<file path="config.mk">
export PLATFORM = sky130hd
export DESIGN_NAME = quadrature_decoder_speed_meter_core
export DESIGN_NICKNAME = d
export VERILOG_FILES = /design/src/hw/rtl/qdsm_pkg.sv /design/src/hw/rtl/qdsm_div.sv /design/src/hw/rtl/quadrature_decoder_speed_meter_core.sv
export SDC_FILE = /design/constraint.sdc
export NUM_CORES = 2
export LEC_CHECK = 0
export BUFFER_PORTS_ARGS = -buffer_cell sky130_fd_sc_hd__buf_2
export CELL_PAD_IN_SITES_DETAIL_PLACEMENT = 1
export CELL_PAD_IN_SITES_GLOBAL_PLACEMENT = 2
export CORE_ASPECT_RATIO = 0.5
export CORE_MARGIN = 1
export CORE_UTILIZATION = 44
export CTS_BUF_LIST = sky130_fd_sc_hd__clkbuf_4 sky130_fd_sc_hd__clkbuf_8
export CTS_CLUSTER_DIAMETER = 60
export DETAILED_ROUTE_END_ITERATION = 10
export GPL_TIMING_DRIVEN = 0
export PLACE_DENSITY = 0.92
export SLEW_MARGIN = 20
export SYNTH_ARGS = -nofsm -noshare
export SYNTH_HDL_FRONTEND = slang
export SYNTH_SLANG_ARGS = --single-unit
</file>
<file path="constraint.sdc">
create_clock -name clk -period 8.7 [get_ports clk]
set_input_delay 1.305 -clock clk [delete_from_list [all_inputs] [get_ports clk]]
set_output_delay 1.305 -clock clk [all_outputs]
set_load 0.02 [all_outputs]
</file>
<file path="src/hw/rtl/qdsm_pkg.sv">
// Shared types and constants for the quadrature decoder / speed meter.
// Used by qdsm_div and quadrature_decoder_speed_meter_core; no dependencies.

package qdsm_pkg;

    // divider operand widths: |count| (16b) times scale (32b) over elapsed (32b)
    localparam int DIV_DW = 48;
    localparam int DIV_SW = 32;
    localparam int DIV_CW = $clog2(DIV_DW + 1);

    // moving-average depth; a power of two so the mean is an arithmetic shift
    localparam int AVERAGE_DEPTH = 4;
    localparam int AVG_SHIFT     = $clog2(AVERAGE_DEPTH);

    // configuration register indexes
    localparam int CFG_IDX_W = 1;
    localparam logic [CFG_IDX_W-1:0] CFG_SPEED_SCALE = 1'b0;
    localparam logic [CFG_IDX_W-1:0] CFG_INVERT      = 1'b1;

    // input word kinds
    localparam logic KIND_EDGE = 1'b0;
    localparam logic KIND_TICK = 1'b1;

    localparam logic [31:0] SCALE_RESET = 32'h0001_0000;
    localparam logic [31:0] SPEED_MAX   = 32'h7FFF_FFFF;
    localparam logic [31:0] SPEED_MIN   = 32'h8000_0000;

    typedef enum logic [3:0] {
        S_IDLE,
        S_TICK,
        S_MUL,
        S_DIV_RAW,
        S_DIV_RAW_WAIT,
        S_SAT,
        S_HIST,
        S_SUM,
        S_AVG,
        S_EMIT
    } state_t;

    typedef struct packed {
        logic              start;
        logic [DIV_DW-1:0] dividend;
        logic [DIV_SW-1:0] divisor;
    } div_req_t;

    typedef struct packed {
        logic              done;
        logic [DIV_DW-1:0] quotient;
    } div_rsp_t;

endpackage

</file>
<file path="src/hw/rtl/qdsm_div.sv">
// Restoring unsigned divider, one quotient bit per cycle (48 / 32 bits).
// Depends on qdsm_pkg for widths and the request/response structs.

module qdsm_div (
    input  logic               clk,
    input  logic               rst_n,
    input  qdsm_pkg::div_req_t req,
    output qdsm_pkg::div_rsp_t rsp
);

    logic [qdsm_pkg::DIV_CW-1:0] cnt_reg;
    logic                        busy_reg;
    logic                        done_reg;
    logic [qdsm_pkg::DIV_SW-1:0] rem_reg;
    logic [qdsm_pkg::DIV_DW-1:0] work_reg;
    logic [qdsm_pkg::DIV_SW-1:0] dvs_reg;

    logic [qdsm_pkg::DIV_SW:0]   trial;
    logic                        fits;
    logic [qdsm_pkg::DIV_SW-1:0] rem_next;
    logic [qdsm_pkg::DIV_DW-1:0] work_next;

    always_comb
    begin
        trial     = {rem_reg, work_reg[qdsm_pkg::DIV_DW-1]};
        fits      = (trial >= {1'b0, dvs_reg});
        rem_next  = fits ? qdsm_pkg::DIV_SW'(trial - {1'b0, dvs_reg})
                         : trial[qdsm_pkg::DIV_SW-1:0];
        work_next = {work_reg[qdsm_pkg::DIV_DW-2:0], fits};
    end

    always_ff @(posedge clk or negedge rst_n)
    begin
        if (!rst_n)
        begin
            busy_reg <= 1'b0;
            done_reg <= 1'b0;
            cnt_reg  <= '0;
        end
        else
        begin
            done_reg <= 1'b0;
            if (req.start)
            begin
                busy_reg <= 1'b1;
                cnt_reg  <= qdsm_pkg::DIV_CW'(qdsm_pkg::DIV_DW);
            end
            else if (busy_reg)
            begin
                cnt_reg <= cnt_reg - 1'b1;
                if (cnt_reg == qdsm_pkg::DIV_CW'(1))
                begin
                    busy_reg <= 1'b0;
                    done_reg <= 1'b1;
                end
            end
        end
    end

    always_ff @(posedge clk)
    begin
        if (req.start)
        begin
            rem_reg  <= '0;
            work_reg <= req.dividend;
            dvs_reg  <= req.divisor;
        end
        else if (busy_reg)
        begin
            rem_reg  <= rem_next;
            work_reg <= work_next;
        end
    end

    assign rsp.done      = done_reg;
    assign rsp.quotient  = work_reg;

endmodule

</file>
<file path="src/hw/rtl/quadrature_decoder_speed_meter_core.sv">
// Quadrature x4 decoder with M/T speed meter and moving-average filter.
// Depends on qdsm_pkg and qdsm_div (serial divider).
//
//   channel  dir  handshake            payload
//   in       in   in_valid/in_ready    kind, a_changed, b_changed, level_a, level_b, now_us
//   out      out  out_valid/out_ready  speed, pending_count
//   cfg      in   cfg_valid/cfg_ready  cfg_index, cfg_data (cfg_ready always high)
//
// Edge word: idle accepts it and goes straight to emit, which loads the output register.
// Tick with zero count or zero elapsed time: tick, then emit with a zero speed.
// Tick with a nonzero count: tick, mul, div_raw, div_raw_wait, sat, hist, sum, avg, emit;
// the 48-step divider gives the raw speed; the mean over the history is a shift.
// in_ready is high only in idle; a result sits in the output register until taken,
// and a new word may be accepted meanwhile; the next result then waits in emit.
// Reset clears count, times, history, running sum and config to reset values.

module quadrature_decoder_speed_meter_core (
    input  logic                           clk,
    input  logic                           rst_n,
    input  logic                           in_valid,
    output logic                           in_ready,
    input  logic                           kind,
    input  logic                           a_changed,
    input  logic                           b_changed,
    input  logic                           level_a,
    input  logic                           level_b,
    input  logic [31:0]                    now_us,
    output logic                           out_valid,
    input  logic                           out_ready,
    output logic signed [31:0]             speed,
    output logic signed [31:0]             pending_count,
    input  logic                           cfg_valid,
    output logic                           cfg_ready,
    input  logic [qdsm_pkg::CFG_IDX_W-1:0] cfg_index,
    input  logic [31:0]                    cfg_data
);

    localparam int SLOT_W = qdsm_pkg::AVG_SHIFT;
    localparam int SUM_W  = 32 + qdsm_pkg::AVG_SHIFT;

    qdsm_pkg::state_t   state_reg, state_next;
    qdsm_pkg::div_req_t div_req;
    qdsm_pkg::div_rsp_t div_rsp;

    logic [31:0]       edge_count_reg;
    logic [31:0]       latest_reg;
    logic [31:0]       prev_reg;
    logic [31:0]       hist_reg [qdsm_pkg::AVERAGE_DEPTH];
    logic [SLOT_W-1:0] slot_reg;
    logic [31:0]       cur_reg;
    logic [SUM_W-1:0]  sum_reg;
    logic [31:0]       scale_reg;
    logic              invert_reg;
    logic              out_valid_reg;
    logic [31:0]       out_speed_reg;
    logic [31:0]       out_count_reg;

    // working registers of one tick
    logic [31:0]       now_reg;
    logic              neg_reg;
    logic [15:0]       mag_reg;
    logic [31:0]       elapsed_reg;
    logic [47:0]       prod_reg;
    logic [31:0]       raw_reg;

    logic              in_fire;
    logic              out_free;
    logic [15:0]       taken;
    logic [31:0]       tick_elapsed;
    logic [31:0]       edge_delta;
    logic [31:0]       raw_sat;
    logic signed [SUM_W-1:0] avg_shr;

    assign in_fire   = in_valid && in_ready;
    assign out_free  = !out_valid_reg || out_ready;
    assign cfg_ready = 1'b1;

    assign taken        = edge_count_reg[15:0];
    assign tick_elapsed = latest_reg - prev_reg;

    // x4 decode: each changed phase is worth +1 or -1
    always_comb
    begin
        edge_delta = '0;
        if (a_changed)
            edge_delta = (level_a != level_b) ? 32'd1 : 32'hFFFF_FFFF;
        if (b_changed)
            edge_delta = edge_delta + ((level_a == level_b) ? 32'd1 : 32'hFFFF_FFFF);
    end

    always_comb
    begin
        if (neg_reg)
            raw_sat = (|div_rsp.quotient[47:31]) ? qdsm_pkg::SPEED_MIN
                                                 : 32'(-div_rsp.quotient[31:0]);
        else
            raw_sat = (|div_rsp.quotient[47:31]) ? qdsm_pkg::SPEED_MAX
                                                 : div_rsp.quotient[31:0];
        if (invert_reg)
            raw_sat = (raw_sat == qdsm_pkg::SPEED_MIN) ? qdsm_pkg::SPEED_MAX
                                                       : 32'(-raw_sat);
    end

    // arithmetic shift rounds the mean toward minus infinity
    assign avg_shr = $signed(sum_reg) >>> qdsm_pkg::AVG_SHIFT;

    qdsm_div u_div (
        .clk   (clk),
        .rst_n (rst_n),
        .req   (div_req),
        .rsp   (div_rsp)
    );

    // next state
    always_comb
    begin
        state_next = state_reg;
        case (state_reg)
            qdsm_pkg::S_IDLE:
                if (in_fire)
                    state_next = (kind == qdsm_pkg::KIND_TICK) ? qdsm_pkg::S_TICK
                                                               : qdsm_pkg::S_EMIT;
            qdsm_pkg::S_TICK:
                if (taken == '0 || tick_elapsed == '0)
                    state_next = qdsm_pkg::S_EMIT;
                else
                    state_next = qdsm_pkg::S_MUL;
            qdsm_pkg::S_MUL:        state_next = qdsm_pkg::S_DIV_RAW;
            qdsm_pkg::S_DIV_RAW:    state_next = qdsm_pkg::S_DIV_RAW_WAIT;
            qdsm_pkg::S_DIV_RAW_WAIT:
                if (div_rsp.done)
                    state_next = qdsm_pkg::S_SAT;
            qdsm_pkg::S_SAT:        state_next = qdsm_pkg::S_HIST;
            qdsm_pkg::S_HIST:       state_next = qdsm_pkg::S_SUM;
            qdsm_pkg::S_SUM:        state_next = qdsm_pkg::S_AVG;
            qdsm_pkg::S_AVG:        state_next = qdsm_pkg::S_EMIT;
            qdsm_pkg::S_EMIT:
                if (out_free)
                    state_next = qdsm_pkg::S_IDLE;
            default:                state_next = qdsm_pkg::S_IDLE;
        endcase
    end

    // outputs of the sequencer
    always_comb
    begin
        in_ready             = 1'b0;
        div_req.start        = 1'b0;
        div_req.dividend     = prod_reg;
        div_req.divisor      = elapsed_reg;
        case (state_reg)
            qdsm_pkg::S_IDLE:
                in_ready = 1'b1;
            qdsm_pkg::S_DIV_RAW:
                div_req.start = 1'b1;
            default:
            begin
                in_ready      = 1'b0;
                div_req.start = 1'b0;
            end
        endcase
    end

    always_ff @(posedge clk or negedge rst_n)
    begin
        if (!rst_n)
        begin
            state_reg      <= qdsm_pkg::S_IDLE;
            edge_count_reg <= '0;
            latest_reg     <= '0;
            prev_reg       <= '0;
            for (int i = 0; i < qdsm_pkg::AVERAGE_DEPTH; i++)
                hist_reg[i] <= '0;
            slot_reg       <= '0;
            cur_reg        <= '0;
            sum_reg        <= '0;
            scale_reg      <= qdsm_pkg::SCALE_RESET;
            invert_reg     <= 1'b0;
            out_valid_reg  <= 1'b0;
        end
        else
        begin
            state_reg <= state_next;

            if (cfg_valid && cfg_ready)
            begin
                if (cfg_index == qdsm_pkg::CFG_SPEED_SCALE)
                    scale_reg <= cfg_data;
                else if (cfg_index == qdsm_pkg::CFG_INVERT)
                    invert_reg <= cfg_data[0];
            end

            if (state_reg == qdsm_pkg::S_EMIT && out_free)
                out_valid_reg <= 1'b1;
            else if (out_ready)
                out_valid_reg <= 1'b0;

            case (state_reg)
                qdsm_pkg::S_IDLE:
                    if (in_fire && kind == qdsm_pkg::KIND_EDGE)
                    begin
                        edge_count_reg <= edge_count_reg + edge_delta;
                        if (a_changed || b_changed)
                            latest_reg <= now_us;
                    end
                qdsm_pkg::S_TICK:
                begin
                    edge_count_reg <= '0;
                    if (taken == '0)
                    begin
                        cur_reg  <= '0;
                        prev_reg <= now_reg;
                    end
                    else
                    begin
                        prev_reg <= latest_reg;
                        if (tick_elapsed == '0)
                            cur_reg <= '0;
                    end
                end
                qdsm_pkg::S_HIST:
                begin
                    sum_reg <= sum_reg - {{(SUM_W-32){hist_reg[slot_reg][31]}},
                                          hist_reg[slot_reg]};
                    hist_reg[slot_reg] <= raw_reg;
                    slot_reg <= (slot_reg == SLOT_W'(qdsm_pkg::AVERAGE_DEPTH - 1)) ? '0
                                                                   : slot_reg + 1'b1;
                end
                qdsm_pkg::S_SUM:
                    sum_reg <= sum_reg + {{(SUM_W-32){raw_reg[31]}}, raw_reg};
                qdsm_pkg::S_AVG:
                    cur_reg <= avg_shr[31:0];
                default:
                begin
                end
            endcase
        end
    end

    always_ff @(posedge clk)
    begin
        if (in_fire)
            now_reg <= now_us;
        if (state_reg == qdsm_pkg::S_TICK)
        begin
            elapsed_reg <= tick_elapsed;
            neg_reg     <= taken[15];
            mag_reg     <= taken[15] ? 16'(-taken) : taken;
        end
        if (state_reg == qdsm_pkg::S_MUL)
            prod_reg <= mag_reg * scale_reg;
        if (state_reg == qdsm_pkg::S_SAT)
            raw_reg <= raw_sat;
        if (state_reg == qdsm_pkg::S_EMIT && out_free)
        begin
            out_speed_reg <= cur_reg;
            out_count_reg <= edge_count_reg;
        end
    end

    assign out_valid     = out_valid_reg;
    assign speed         = out_speed_reg;
    assign pending_count = out_count_reg;

    // the divider only answers while the sequencer waits for it
    a_div_done_waited: assert property (@(posedge clk) disable iff (!rst_n)
        div_rsp.done |-> (state_reg == qdsm_pkg::S_DIV_RAW_WAIT))
        else $error("divider done outside a wait state");

    // a result appears only from the emit step
    a_out_from_emit: assert property (@(posedge clk) disable iff (!rst_n)
        $rose(out_valid_reg) |-> $past(state_reg == qdsm_pkg::S_EMIT))
        else $error("output valid without emit");

    // a tick always leaves a cleared count behind
    a_tick_clears: assert property (@(posedge clk) disable iff (!rst_n)
        state_reg == qdsm_pkg::S_TICK |=> edge_count_reg == '0)
        else $error("count not cleared by tick");

    // history slot stays inside the filter depth
    a_slot_range: assert property (@(posedge clk) disable iff (!rst_n)
        slot_reg <= SLOT_W'(qdsm_pkg::AVERAGE_DEPTH - 1))
        else $error("history slot out of range");

    // divider start never held high twice in a row
    a_div_single: assert property (@(posedge clk) disable iff (!rst_n)
        div_req.start |=> !div_req.start)
        else $error("divider started twice in a row");

endmodule
</file>
---- Word level (Yosys, flattened, before mapping) ----
Index checks and enable logic that the tools add are counted.
storage, ports and cells
  flip-flop bits (word level) ............. 675
cells by class
  order comparisons ....................... 3
  $add $sub $neg .......................... 11
  multiply operators ...................... 1
  multiplexer cells ....................... 45
  bitwise logic cells ..................... 3
  reductions and logical operators ........ 23
  equal/unequal tests ..................... 19
operator list
  operator                count
  $mux W32                17
  $bwmux W128             1
  $pmux W32 S2            2
  $mux W48                2
  $pmux W34 S2            1
  $add A32 B32 Y32        2
  $bmux W32 S2            1
  $demux W32 S2           1
  $neg A32 Y32            2
  $sub A32 B32 Y32        2
  $mul A16 B32 Y48        1
  $pmux W4 S10            1
  $add A34 B34 Y34        1
  $sub A34 B34 Y34        1
  $ge A33 B32 Y1          1
  $eq A32 B32 Y1 const B  1
  $logic_not A32 Y1       1
  $mux W4                 5
  $reduce_or A17 Y1       1
  $eq A4 B3 Y1 const B    4
  $logic_not A16 Y1       1
  $neg A16 Y16            1
  $mux W15                1
  $mux W6                 2
  other kinds (25)        52

---- Longest topological paths before layout ----
  depth in word-level cells ............... 8
  gate-level depth with buffers ........... 26
  depth with buffers taken out ............ 25

---- Hierarchy ----
Synthesis repeated with hierarchy kept, for this count alone.
unflattened totals
  cells, all modules ...................... 5202
  area total of the unflattened synthesis .. 52140.0 um2
modules (own cells, without submodules)
  module                               times used  cells each  seq. area each (um2)  area an instance (um2)
  quadrature_decoder_speed_meter_core  1           4544        15015.7               45319.7
  qdsm_div                             1           658         3243.1                6820.3

---- Worst setup path before layout ----
OpenSTA, ideal clock, no wires.
  path type ............................... reg2reg
  start point ............................. register scale_reg[12]
  end point ............................... register prod_reg[46] (data pin)
  setup time .............................. 0.264 ns
  arrival time ............................ 6.439 ns
  period minus slack after synthesis ...... 6.703 ns
  data required time ...................... 8.436 ns
  stages on the path, launching flop included .. 24
  path slack .............................. 1.997 ns
  buffers on the path ..................... 1
  cells stage by stage .................... dfrtp_1 > clkbuf_1 > nand2_1 > fa_1 > fa_1 > fa_1 > inv_1 > fa_1 > fa_1 > inv_1 > fa_1 > inv_1 > ha_1 > a21o_1 > a21o_1 > a211o_1 > a21oi_1 > a21oi_1 > a21oi_1 > o211ai_1 > a21oi_1 > o21ai_0 > a221oi_1 > xnor2_1
between the ends
  cells in the longest elaborated chain, start to end .. 1
ends and longest elaborated chain
  item                      line                                        RTL
  start: declaration        quadrature_decoder_speed_meter_core.sv:52   logic [31:0] scale_reg;
  start signal: assignment  quadrature_decoder_speed_meter_core.sv:177  scale_reg <= qdsm_pkg::SCALE_RESET;
  start signal: assignment  quadrature_decoder_speed_meter_core.sv:188  scale_reg <= cfg_data;
  $mul A16 B32 Y48          quadrature_decoder_speed_meter_core.sv:251  prod_reg <= mag_reg * scale_reg;
  end signal: assignment    quadrature_decoder_speed_meter_core.sv:251
  end: declaration          quadrature_decoder_speed_meter_core.sv:63   logic [47:0] prod_reg;
No other way between the ends.
A chain may end at the register's enable or synchronous reset.

---- Worst setup path in the final report ----
  start point ............................. register scale_reg[16]
  end point ............................... register prod_reg[46] (data pin)
The elaborated chain is that of the path after synthesis.

==> reports/summary.txt <==
placed insts - 6646
DRT iter0 DRCs - 2910
clock tree buffer depth - 3
Slew HR - 0.172
peak fanout along the critical path - 10
Worst setup SP type - register
antenna violations before repair - 6
Setup Fix Bufs, Post-CTS - 0
worst path arrival time - 8.89 ns
Yosys warning count - 0
RSZ-0062 raised after global routing - no
FF+latch count, synth - 675
CP dominant cell by count - fa_1
Nets - 5990
Max-cap violations - 0
asr flop ratio synth - 0.501
largest net degree at the start of global routing - 106
Root Buffer - clkbuf_8
Total GRT Usage - 0.267
DIE AREA - 117000 um^2
grt ovf - 0
final instance area - 55900 um^2
Initial Utilization - 0.447
worst-margin pin slew - 1.23 ns
ys flop type - dfrtp_1
CTS Sinks - 675
CP max stage delay - 0.66 ns
drt total wl - 154000 um
placed cell area - 53700 um^2
per-cell routed wire length - 22.5 um
leading area contributor after synthesis - edfxtp_1
Yosys top cell area share - 0.181
# IOs - 142
top cells by area, synth - edfxtp_1, fa_1, dfrtp_1
Synth Cell Area - 50700 um^2
Die Y - 242 um
Syn Area/Cell - 10.2 um^2
period utilization - 0.954
post-synthesis sequential area ratio - 0.360
Setup TNS - 0 ns
Post-Syn Nets - 5730
cells after synthesis - 4975
setup violators final - 0
Fin. Hold Viols - 0
worst skew pair latency - 0.85 ns
max FFs per register - 128
vias in the first global route - 41500
first-pass GRT wire length - 242000 um
Core Footprint - 113000 um^2
Clock Pin Slew Worst Setup and Hold Paths - 0.06 ns
fmax - 0.120 GHz
cts bufs inserted - 100
post-cts gate resize count - 0
clk_skew - 0.0968 ns
Distinct cells, synth - 96
Slew Limit Fails - 0
Data required, critical path - 9.29 ns
I/O Buffers - 140
status - finished clean
Fin Hold WS - 0.386 ns
final worst path period need - 8.30 ns
most frequent cell after synthesis - nand2_1
critical path class - register to register
Post-synth EDFFs - 305
DR vias - 38100
Die Width - 482 um
layout cell share with drive strength beyond 1 - 0.120
post-DP HPWL - 120000 um
Synth top cells by count - nand2_1, inv_1, fa_1
Routed Antenna Nets - 0
Hold WC Path Type - register to register
Placement Rows - 87
routability congestion estimate - 0.929
hold_buf cts - 0
via/cell ratio - 5.58
First-pass DRT Iterations - 5
Crit-path slowest cell - clkbuf_1
CP endpoint kind - register
CTS H-tree lvls - 3
worst-path cell chain - clkbuf_1, nand2_1, fa_1, fa_1, fa_1, inv_1, fa_1, fa_1, inv_1, fa_1, inv_1, ha_1, a21o_1, a211o_1, a31oi_1, a21oi_1, a21oi_1, o211ai_1, a21oi_1, o21ai_0, a221oi_1, xnor2_1
fin cells - 6838
area grow syn2layout - 10.2%
CTS tree - yes
drt drc - 0
metal layers:
layer	global-route usage	share of wire	vias to the layer above
met1	0.375	0.46	19700
li1	-	-	17300
met5	0	0	-
met4	0.0769	0.025	0
met3	0.0434	0.056	232
met2	0.427	0.46	1001
through the flow:
stage,worst slack [ns],utilization
finish,0.399,0.493
global route,0.105,0.493
CTS,0.448,0.493
detailed placement,0.455,0.473
global placement,-0.627,0.470
floorplan,2.00,-
cells in the final DEF, fill, tap and decap left out, types with 195 or more instances in the layout:
cell / count
edfxtp_1: 305
inv_1: 591
mux2_2: 195
nand2_1: 691
a21oi_1: 220
nor2_1: 214
dfrtp_1: 337
ha_1: 258
o21ai_0: 201
and2_1: 229
fa_1: 422
critical path: cells and delay by family (launching register included):
kind / cells / cell delay [ns]
buffers and inverters: 4 / 0.85
xor gates and xnor gates: 1 / 0.12
and+or+nand+nor: 1 / 0.19
DFF: 1 / 0.65
AOI/OAI and AO/OA: 9 / 2.68
adders and majority gates: 7 / 3.54
area by class of cell:
type | count | area, um^2
multi-input cells | 3490 | 29400
clock inverters | 43 | 434
well taps | 1513 | 1890
clock buffers | 146 | 1780
inverters | 594 | 2230
diodes | 3 | 7.51
flip-flops and latches | 675 | 18300
repair buffers | 158 | 1020
fillers | 12700 | 57500
plain buffers | 216 | 847
logic make-up (layout without fill, tap and decap cells):
logic type      after synthesis  count (layout)  synth area share
simple gates               1510            1510             0.142
buf+inv                     810            1157            0.0606
compound gates              794             794             0.100
fa+ha+maj                   680             680             0.230
flops                       675             675             0.360
mux                         273             273            0.0667
xor+xnor                    232             232            0.0402
other cells                   1               4         0.0000739
worst paths after layout:
check	start	slack [ns]	depth (start not counted)	end
worst max-delay path	scale_reg[16]	0.40	22	prod_reg[46]
worst min-delay path	elapsed_reg[30]	0.39	0	u_div.dvs_reg[30]
worst max register to register	scale_reg[16]	0.40	22	prod_reg[46]
worst min register to register	elapsed_reg[30]	0.39	0	u_div.dvs_reg[30]
max in group asynchronous	rst_n	6.26	4	scale_reg[27]
min in group asynchronous	rst_n	0.48	1	sum_reg[12]
Power is left out: the tool's default activity adds up to more than one toggle a clock period on the data nets, which glitch-free logic cannot reach.
